$ cat src/rpd_pkg.sv
// Shared types, byte codes and the CRC-16/XMODEM byte update for the record
// packet deframer. No dependencies; every other file of the block imports it.
package rpd_pkg;

    localparam int BUFFER_BYTES_DEF = 512;
    localparam int MAX_RECORDS_DEF  = 16;
    localparam int QUEUE_DEPTH      = 2;

    localparam logic [7:0]  BYTE_CMD = 8'h05;
    localparam logic [7:0]  BYTE_ACK = 8'h06;
    localparam logic [7:0]  BYTE_NAK = 8'h15;
    localparam logic [7:0]  BYTE_END = 8'h04;
    localparam logic [7:0]  BYTE_CRC = 8'h1a;
    localparam logic [7:0]  BYTE_SEP = 8'h1e;
    localparam logic [15:0] CRC_SEED = 16'h0000;
    localparam logic [15:0] CRC_POLY = 16'h1021;

    typedef enum logic [1:0] {
        KIND_DATA  = 2'd0,
        KIND_SEP   = 2'd1,
        KIND_END   = 2'd2,
        KIND_ABORT = 2'd3
    } t_kind;

    typedef enum logic [2:0] {
        CLS_START = 3'd0,
        CLS_END   = 3'd1,
        CLS_CRC   = 3'd2,
        CLS_SEP   = 3'd3,
        CLS_OTHER = 3'd4
    } t_cls;

    typedef struct packed {
        logic [7:0] data;
        t_cls       cls;
        logic       is_cmd;
        logic       hex_ok;
        logic [3:0] hex_digit;
    } t_item;

    function automatic logic [15:0] crc16_update(input logic [15:0] crc,
                                                 input logic [7:0] b);
        logic [15:0] c;
        c = crc ^ {b, 8'h00};
        for (int i = 0; i < 8; i++) begin
            if (c[15]) begin
                c = {c[14:0], 1'b0} ^ CRC_POLY;
            end else begin
                c = {c[14:0], 1'b0};
            end
        end
        return c;
    endfunction

endpackage

$ cat src/record_packet_deframer_crc16_top.sv
// Top level of the record packet deframer with CRC-16/XMODEM check.
// Instantiates rpd_front, rpd_queue and rpd_back; uses rpd_pkg.
//
// Usage: received bytes enter on the input channel (i_in_valid, o_in_ready,
// i_in_byte), one word per handshake. Outside a packet, bytes are dropped
// until a start byte (0x05 command, 0x06 or 0x15 response) opens one. Inside
// a packet, each payload byte leaves as a data word tagged with its record
// index, each 0x1e as a separator word, and 0x04 as a packet end word that
// reports the record count and the CRC check. Bytes of the hex CRC field
// after 0x1a give no word. Overruns and restarts give an aborted word.
// Results leave on the output channel (o_out_valid, i_out_ready, o_kind ...).
//
// Throughput: an accepted byte is registered in the queue, and its result
// word is registered in the output register when the back end pops it. One
// byte per cycle is sustained while the receiver takes the words; the back
// end's byte-wide CRC update and packet state logic are combinational.
// Reset (synchronous, active low) closes any packet and empties the queue
// and the output register. When the receiver stalls, the output register
// holds its word, the two-entry queue takes up to two more bytes, and then
// o_in_ready drops until the receiver takes the pending word.
module record_packet_deframer_crc16_top #(
    parameter int BUFFER_BYTES = rpd_pkg::BUFFER_BYTES_DEF,
    parameter int MAX_RECORDS  = rpd_pkg::MAX_RECORDS_DEF
) (
    input  logic       i_clk,
    input  logic       i_rst_n,
    input  logic       i_in_valid,
    output logic       o_in_ready,
    input  logic [7:0] i_in_byte,
    output logic       o_out_valid,
    input  logic       i_out_ready,
    output logic [1:0] o_kind,
    output logic [7:0] o_data_byte,
    output logic [3:0] o_record_index,
    output logic       o_is_response,
    output logic       o_crc_present,
    output logic       o_crc_ok,
    output logic [4:0] o_record_count
);
    import rpd_pkg::*;

    // Words move from the classifier into the queue whenever it has room.
    logic  push;
    logic  pop;
    logic  queue_full;
    logic  queue_valid;
    t_item front_item;
    t_item queue_item;

    rpd_front u_front (
        .i_in_valid   (i_in_valid),
        .i_in_byte    (i_in_byte),
        .i_queue_full (queue_full),
        .o_in_ready   (o_in_ready),
        .o_push       (push),
        .o_item       (front_item)
    );

    rpd_queue u_queue (
        .i_clk   (i_clk),
        .i_rst_n (i_rst_n),
        .i_push  (push),
        .i_item  (front_item),
        .i_pop   (pop),
        .o_full  (queue_full),
        .o_valid (queue_valid),
        .o_item  (queue_item)
    );

    // The back end pops a word whenever its output register is empty or
    // being emptied in the same cycle.
    rpd_back #(
        .BUFFER_BYTES (BUFFER_BYTES),
        .MAX_RECORDS  (MAX_RECORDS)
    ) u_back (
        .i_clk          (i_clk),
        .i_rst_n        (i_rst_n),
        .i_item_valid   (queue_valid),
        .i_item         (queue_item),
        .o_pop          (pop),
        .o_out_valid    (o_out_valid),
        .i_out_ready    (i_out_ready),
        .o_kind         (o_kind),
        .o_data_byte    (o_data_byte),
        .o_record_index (o_record_index),
        .o_is_response  (o_is_response),
        .o_crc_present  (o_crc_present),
        .o_crc_ok       (o_crc_ok),
        .o_record_count (o_record_count)
    );

endmodule

$ cat src/rpd_front.sv
// Front end of the deframer: takes input bytes, classifies them and decodes
// hex digits, then pushes the tagged word into the queue. Uses rpd_pkg.
module rpd_front (
    input  logic          i_in_valid,
    input  logic [7:0]    i_in_byte,
    input  logic          i_queue_full,
    output logic          o_in_ready,
    output logic          o_push,
    output rpd_pkg::t_item o_item
);
    import rpd_pkg::*;

    t_cls       cls;
    logic       hex_ok;
    logic [3:0] hex_digit;
    logic [7:0] off;

    always_comb begin
        case (i_in_byte)
            BYTE_CMD, BYTE_ACK, BYTE_NAK: cls = CLS_START;
            BYTE_END:                     cls = CLS_END;
            BYTE_CRC:                     cls = CLS_CRC;
            BYTE_SEP:                     cls = CLS_SEP;
            default:                      cls = CLS_OTHER;
        endcase
    end

    // Digits 0-9, a-f and A-F are accepted by the hex field reader.
    always_comb begin
        hex_ok = 1'b1;
        off    = 8'h00;
        case (i_in_byte) inside
            [8'h30:8'h39]: off = i_in_byte - 8'h30;
            [8'h61:8'h66]: off = i_in_byte - 8'h57;
            [8'h41:8'h46]: off = i_in_byte - 8'h37;
            default:       hex_ok = 1'b0;
        endcase
        hex_digit = off[3:0];
    end

    assign o_in_ready       = !i_queue_full;
    assign o_push           = i_in_valid && !i_queue_full;
    assign o_item.data      = i_in_byte;
    assign o_item.cls       = cls;
    assign o_item.is_cmd    = (i_in_byte == BYTE_CMD);
    assign o_item.hex_ok    = hex_ok;
    assign o_item.hex_digit = hex_digit;

endmodule

$ cat src/rpd_queue.sv
// Short queue of classified words between the front end and the back end.
// Uses rpd_pkg for the word type and depth.
module rpd_queue (
    input  logic           i_clk,
    input  logic           i_rst_n,
    input  logic           i_push,
    input  rpd_pkg::t_item i_item,
    input  logic           i_pop,
    output logic           o_full,
    output logic           o_valid,
    output rpd_pkg::t_item o_item
);
    import rpd_pkg::*;

    localparam int PTR_W = (QUEUE_DEPTH > 1) ? $clog2(QUEUE_DEPTH) : 1;
    localparam int CNT_W = $clog2(QUEUE_DEPTH + 1);

    t_item             r_slot [QUEUE_DEPTH];
    logic [PTR_W-1:0]  r_wr_ptr;
    logic [PTR_W-1:0]  r_rd_ptr;
    logic [CNT_W-1:0]  r_count;
    logic [PTR_W-1:0]  n_wr_ptr;
    logic [PTR_W-1:0]  n_rd_ptr;

    always_comb begin
        n_wr_ptr = (r_wr_ptr == PTR_W'(QUEUE_DEPTH - 1)) ? '0 : r_wr_ptr + 1'b1;
        n_rd_ptr = (r_rd_ptr == PTR_W'(QUEUE_DEPTH - 1)) ? '0 : r_rd_ptr + 1'b1;
    end

    always_ff @(posedge i_clk) begin
        if (!i_rst_n) begin
            r_wr_ptr <= '0;
            r_rd_ptr <= '0;
            r_count  <= '0;
        end else begin
            if (i_push) begin
                r_wr_ptr <= n_wr_ptr;
            end
            if (i_pop) begin
                r_rd_ptr <= n_rd_ptr;
            end
            if (i_push && !i_pop) begin
                r_count <= r_count + 1'b1;
            end else if (i_pop && !i_push) begin
                r_count <= r_count - 1'b1;
            end
        end
    end

    always_ff @(posedge i_clk) begin
        if (i_push) begin
            r_slot[r_wr_ptr] <= i_item;
        end
    end

    assign o_full  = (r_count == CNT_W'(QUEUE_DEPTH));
    assign o_valid = (r_count != '0);
    assign o_item  = r_slot[r_rd_ptr];

endmodule

$ cat src/rpd_back.sv
// Back end of the deframer: packet state, CRC accumulation, hex field reader
// and the registered result word. Uses rpd_pkg.
module rpd_back #(
    parameter int BUFFER_BYTES = rpd_pkg::BUFFER_BYTES_DEF,
    parameter int MAX_RECORDS  = rpd_pkg::MAX_RECORDS_DEF
) (
    input  logic           i_clk,
    input  logic           i_rst_n,
    input  logic           i_item_valid,
    input  rpd_pkg::t_item i_item,
    output logic           o_pop,
    output logic           o_out_valid,
    input  logic           i_out_ready,
    output logic [1:0]     o_kind,
    output logic [7:0]     o_data_byte,
    output logic [3:0]     o_record_index,
    output logic           o_is_response,
    output logic           o_crc_present,
    output logic           o_crc_ok,
    output logic [4:0]     o_record_count
);
    import rpd_pkg::*;

    localparam int FILL_W = $clog2(BUFFER_BYTES + 1);
    localparam int REC_W  = $clog2(MAX_RECORDS + 1);

    logic              r_in_packet, n_in_packet;
    logic [FILL_W-1:0] r_fill, n_fill;
    logic              r_resp, n_resp;
    logic [REC_W-1:0]  r_records, n_records;
    logic [15:0]       r_crc, n_crc;
    logic [15:0]       r_covered, n_covered;
    logic              r_crc_seen, n_crc_seen;
    logic [15:0]       r_hex, n_hex;
    logic              r_hex_stop, n_hex_stop;

    logic              r_out_valid;
    t_kind             r_kind, n_kind;
    logic [7:0]        r_data, n_data;
    logic [3:0]        r_index, n_index;
    logic              r_out_resp, n_out_resp;
    logic              r_present, n_present;
    logic              r_match, n_match;
    logic [4:0]        r_count, n_count;
    logic              emit;

    logic              full;
    logic [7:0]        store_val;
    logic [15:0]       crc_next;
    logic [REC_W-1:0]  idx_cur;

    assign o_pop     = i_item_valid && (!r_out_valid || i_out_ready);
    assign full      = (r_fill >= FILL_W'(BUFFER_BYTES));
    assign store_val = (i_item.cls == CLS_CRC) ? 8'h00 : i_item.data;
    assign crc_next  = crc16_update(r_crc, store_val);
    assign idx_cur   = (r_records != '0) ? r_records - 1'b1 : '0;

    always_comb begin
        n_in_packet = r_in_packet;
        n_fill      = r_fill;
        n_resp      = r_resp;
        n_records   = r_records;
        n_crc       = r_crc;
        n_covered   = r_covered;
        n_crc_seen  = r_crc_seen;
        n_hex       = r_hex;
        n_hex_stop  = r_hex_stop;
        emit        = 1'b0;
        n_kind      = KIND_ABORT;
        n_data      = 8'h00;
        n_index     = 4'(idx_cur);
        n_out_resp  = r_resp;
        n_present   = 1'b0;
        n_match     = 1'b0;
        n_count     = 5'd0;

        // Closing a packet clears everything but the response flag.
        if (i_item.cls == CLS_START) begin
            emit        = r_in_packet;
            n_in_packet = 1'b1;
            n_resp      = !i_item.is_cmd;
            n_records   = REC_W'(1);
            n_fill      = '0;
            n_crc       = CRC_SEED;
            n_covered   = CRC_SEED;
            n_crc_seen  = 1'b0;
            n_hex       = 16'h0000;
            n_hex_stop  = 1'b0;
        end else if (r_in_packet) begin
            case (i_item.cls)
                CLS_END: begin
                    emit      = 1'b1;
                    n_kind    = KIND_END;
                    n_present = r_crc_seen;
                    n_match   = r_crc_seen ? (r_covered == r_hex) : 1'b1;
                    n_count   = 5'(r_records);
                end
                CLS_CRC: begin
                    if (full) begin
                        emit = 1'b1;
                    end else begin
                        n_covered  = r_crc;
                        n_crc      = crc_next;
                        n_fill     = r_fill + 1'b1;
                        n_crc_seen = 1'b1;
                        n_hex      = 16'h0000;
                        n_hex_stop = 1'b0;
                    end
                end
                CLS_SEP: begin
                    emit = 1'b1;
                    if (!(r_records >= REC_W'(MAX_RECORDS) || full)) begin
                        n_kind    = KIND_SEP;
                        n_index   = 4'(r_records);
                        n_records = r_records + 1'b1;
                        n_crc     = crc_next;
                        n_fill    = r_fill + 1'b1;
                        if (r_crc_seen) begin
                            n_hex_stop = 1'b1;
                        end
                    end
                end
                default: begin
                    if (full) begin
                        emit = 1'b1;
                    end else begin
                        n_crc  = crc_next;
                        n_fill = r_fill + 1'b1;
                        if (r_crc_seen) begin
                            if (!r_hex_stop) begin
                                if (i_item.hex_ok) begin
                                    n_hex = {r_hex[11:0], i_item.hex_digit};
                                end else begin
                                    n_hex_stop = 1'b1;
                                end
                            end
                        end else begin
                            emit   = 1'b1;
                            n_kind = KIND_DATA;
                            n_data = i_item.data;
                        end
                    end
                end
            endcase

            // Packet end and every abort close the packet.
            if (emit && (n_kind == KIND_END || n_kind == KIND_ABORT)) begin
                n_in_packet = 1'b0;
                n_fill      = '0;
                n_records   = '0;
                n_crc       = CRC_SEED;
                n_covered   = CRC_SEED;
                n_crc_seen  = 1'b0;
                n_hex       = 16'h0000;
                n_hex_stop  = 1'b0;
            end
        end
    end

    always_ff @(posedge i_clk) begin
        if (!i_rst_n) begin
            r_in_packet <= 1'b0;
            r_fill      <= '0;
            r_resp      <= 1'b0;
            r_records   <= '0;
            r_crc       <= CRC_SEED;
            r_covered   <= CRC_SEED;
            r_crc_seen  <= 1'b0;
            r_hex       <= 16'h0000;
            r_hex_stop  <= 1'b0;
            r_out_valid <= 1'b0;
        end else begin
            if (o_pop) begin
                r_in_packet <= n_in_packet;
                r_fill      <= n_fill;
                r_resp      <= n_resp;
                r_records   <= n_records;
                r_crc       <= n_crc;
                r_covered   <= n_covered;
                r_crc_seen  <= n_crc_seen;
                r_hex       <= n_hex;
                r_hex_stop  <= n_hex_stop;
                r_out_valid <= emit;
            end else if (i_out_ready) begin
                r_out_valid <= 1'b0;
            end
        end
    end

    always_ff @(posedge i_clk) begin
        if (o_pop && emit) begin
            r_kind     <= n_kind;
            r_data     <= n_data;
            r_index    <= n_index;
            r_out_resp <= n_out_resp;
            r_present  <= n_present;
            r_match    <= n_match;
            r_count    <= n_count;
        end
    end

    assign o_out_valid    = r_out_valid;
    assign o_kind         = r_kind;
    assign o_data_byte    = r_data;
    assign o_record_index = r_index;
    assign o_is_response  = r_out_resp;
    assign o_crc_present  = r_present;
    assign o_crc_ok       = r_match;
    assign o_record_count = r_count;

endmodule
$ cat config.mk
export PLATFORM = sky130hd
export DESIGN_NAME = record_packet_deframer_crc16_top
export DESIGN_NICKNAME = d
export VERILOG_FILES = /design/src/rpd_pkg.sv /design/src/record_packet_deframer_crc16_top.sv /design/src/rpd_front.sv /design/src/rpd_queue.sv /design/src/rpd_back.sv
export SDC_FILE = /design/constraint.sdc
export NUM_CORES = 1
export LEC_CHECK = 0
export BUFFER_PORTS_ARGS = -buffer_cell sky130_fd_sc_hd__buf_2
export CORE_MARGIN = 2
export CORE_UTILIZATION = 55
export CTS_CLUSTER_DIAMETER = 80
export DETAILED_ROUTE_END_ITERATION = 10
export PLACE_DENSITY_LB_ADDON = 0.2
export SLEW_MARGIN = 15
export SYNTH_ARGS = -nofsm -noshare
export SYNTH_HDL_FRONTEND = slang
export SYNTH_SLANG_ARGS = --single-unit
$ cat constraint.sdc
create_clock -name i_clk -period 9.05 [get_ports i_clk]
set_input_delay 0.4525 -clock i_clk [delete_from_list [all_inputs] [get_ports i_clk]]
set_output_delay 0.4525 -clock i_clk [all_outputs]
set_load 0.01 [all_outputs]
==> results.sh <==
export IMPL_fin_ws_ps=6186
export IMPL_track_usage=0.2277
export IMPL_path_class="flip-flop to flip-flop"
export IMPL_overflow=0
export IMPL_maxCapViolCount=0
export IMPL_htreeDepth=4
export IMPL_finClkSkew_ps=7.353
export IMPL_drc_errors=0
export IMPL_ys_async_sr_fraction=0
export IMPL_grt_pass1_vias=4055
export IMPL_cts_buffers=17
export IMPL_max_clock_freq_ghz=0.3491
export IMPL_netlist_top_cell_by_area="edfxtp_1"
export IMPL_synth_top_area_share=0.2801
export IMPL_worstSkewPairLatency_ps=530
export IMPL_rsz0062_at_grt="no"
export IMPL_fin_crit_sh=0.3165
export IMPL_cts_hold_buffers=0
export IMPL_grt_antenna_before_repair=0
export IMPL_cts_root_buf="clkbuf_8"
export IMPL_dr_pass1_iters=4
export IMPL_netlist_area_um2=6005
export IMPL_placement_rows=38
export IMPL_pre_cts_ws_ps=6238
export IMPL_ys_flop_type="dfxtp_1"
export IMPL_synth_edf_count=56
export IMPL_fp_dieH_um=108.5
export IMPL_clk_path_buf_depth=2
export IMPL_finalNonFillerCells=739
export IMPL_power_total_uw=1687
export IMPL_hold_viol=0
export IMPL_cp_end_kind="flip-flop"
export IMPL_detail_route_wirelength_um=12430
export IMPL_nets=608
export IMPL_yosysWarnings=0
export IMPL_via_count=4164
export IMPL_multi_input_area_um2=2688
export IMPL_gp_congestion=0.8196
export IMPL_power_density_nw_per_um2=245.4
export IMPL_syn_avg_cell_area_um2=10.86
export IMPL_port_buffers=35
export IMPL_clk_pin_slew_ps=60
export IMPL_tns_ps=0
export IMPL_n_antenna_cell=0
export IMPL_synth_area_top_cells="edfxtp_1 (28%), dfxtp_1 (24%), xor2_1 (5.3%)"
export IMPL_cts_tree="built"
export IMPL_drtAntennaViolNets=0
export IMPL_ctsResizeCount=0
export IMPL_setup_viol=0
export IMPL_cp_arrival_ps=3310
export IMPL_vias_per_cell=5.635
export IMPL_design_die_area_um2=11770
export IMPL_synth_nets=575
export IMPL_coreArea_um2=10750
export IMPL_worst_slew_pin_slew_ps=1170
export IMPL_dp_cells=707
export IMPL_die_w_um=108.5
export IMPL_timing_final_crit_period_ps=2864
export IMPL_clock_sinks=129
export IMPL_grt_max_degree=55
export IMPL_ys_top_cells_by_count="dfxtp_1 (73), edfxtp_1 (56), nand2_1 (49), nor2_1 (48), xor2_1 (36)"
export IMPL_vdd_drop_max_mv=0.1354
export IMPL_place_area_um2=6241
export IMPL_cellLeakagePower_uw=0.002529
export IMPL_dp_hpwl_um=8418
export IMPL_synth_most_common_cell="dfxtp_1"
export IMPL_startpoint_type="flip-flop"
export IMPL_outcome="finished, final reports clean"
export IMPL_nFillCells=852
export IMPL_design_area_um2=6874
export IMPL_required_ps=9490
export IMPL_final_layout_size_suffix_gt1_frac=0.1486
export IMPL_slew_violations=0
export IMPL_ios=36
export IMPL_hold_path_class="input pin to flip-flop"
export IMPL_synth_cells=553
export IMPL_synth_seq_area_share=0.5234
export IMPL_initial_core_util=0.5588
export IMPL_synth_seq_cells=129
export IMPL_drtIter0Drc=291
export IMPL_syn_to_final_growth_pct=14.48
export IMPL_synth_cell_types=61
export IMPL_grt_pass1_wl_um=20250
export IMPL_regArea_um2=3143
export IMPL_post_cts_buffers=0
export IMPL_wl_per_cell_um=16.82
export IMPL_worst_path_max_fanout=33
export IMPL_slew_headroom=0.2172
[metrics by stage]
| step | hold WS [ps] | utilization |
|---|---|---|
| after floorplan | 401.9 | - |
| after global placement | 426.1 | 0.5808 |
| after detailed placement | 421.1 | 0.5808 |
| after CTS | 130.1 | 0.6397 |
| after global routing | 137.1 | 0.6397 |
| final | 153.1 | 0.6397 |
[layout by cell type (no fill, tap or decap), types with 18 or more instances in the layout]
cell type	synthesis	routed
o21ai_0	31	31
xnor2_1	21	21
mux2i_1	18	18
nor2b_1	21	21
nand3_1	22	22
edfxtp_1	56	56
nand2_1	49	49
nor2_1	48	48
dfxtp_1	73	73
xor2_1	36	36
buf_2	7	35
[cell families (layout without fill, tap and decap cells)]
| logic type | Yosys count | in the layout | synth area share |
|---|---|---|---|
| XOR/XNOR | 60 | 60 | 0.09252 |
| flip-flops | 129 | 129 | 0.5234 |
| adder cells (fa/ha/maj) | 10 | 10 | 0.02084 |
| AND/OR/NAND/NOR | 194 | 194 | 0.1694 |
| AO/OA/AOI/OAI | 104 | 104 | 0.1271 |
| buffers and inverters | 35 | 81 | 0.03105 |
| multiplexers | 21 | 21 | 0.03563 |
[critical path: stages, from the launching register on]
cell and delay (ps):
dfxtp_1 300, buf_4 410, mux2i_1 520, o21ai_1 130, a21o_2 370, nor2_1 410
nand2_1 340, o21ai_0 290
[state kept, by name (all words and copies together) (netlist names), 2 cells and up, named ones only]
signal                 flops
u_back.o_kind              2
u_back.r_covered          16
u_back.o_record_count      5
u_back.o_data_byte         8
u_back.r_crc              16
u_back.o_record_index      4
u_queue.r_slot            34
u_queue.r_count            2
u_back.r_records           5
u_back.r_fill             10
u_back.r_hex              16
[path summary, 6_finish.rpt]
path | startpoint | to | slack (ps) | cells past startpoint
setup reg to reg | flip-flop | u_back.r_crc[13]$_SDFFE_PN0P_ | 6190 | 7
setup / recovery | flip-flop | u_back.r_crc[13]$_SDFFE_PN0P_ | 6190 | 7
hold / removal | i_in_byte[7] | u_queue.r_slot[1][16]$_DFFE_PP_ | 150 | 1
hold reg to reg | u_back.n_out_resp$_SDFFE_PN0P_ | u_back.o_is_response$_DFFE_PP_ | 430 | 0
[final cells by class]
type                    instances  area share
well taps                     140     0.02548
multi-input cells             389      0.3910
clock buffers                  19     0.06134
flip-flops and latches        129      0.4572
clock inverters                13     0.03076
inverters                      12    0.006553
repair buffers                 37     0.02767
[per-layer routing]
layer / global-route usage / vias to the layer above / share of wire
met3: 0.06028 / 15 / 0.057
met1: 0.2915 / 2015 / 0.44
li1: - / 2033 / -
met5: 0 / - / 0
met4: 0.09158 / 0 / 0.014
met2: 0.3674 / 101 / 0.48
[where the power goes]
part / internal (uW) / switching [uW] / total (uW) / leakage [uW]
combinational: 123 / 172 / 295 / 0.00114
clock: 476 / 252 / 729 / 0.000306
sequential: 643 / 20.9 / 664 / 0.00109
total: 1240 / 445 / 1690 / 0.00253
No activity file was read; power rests on OpenSTA's default activity.
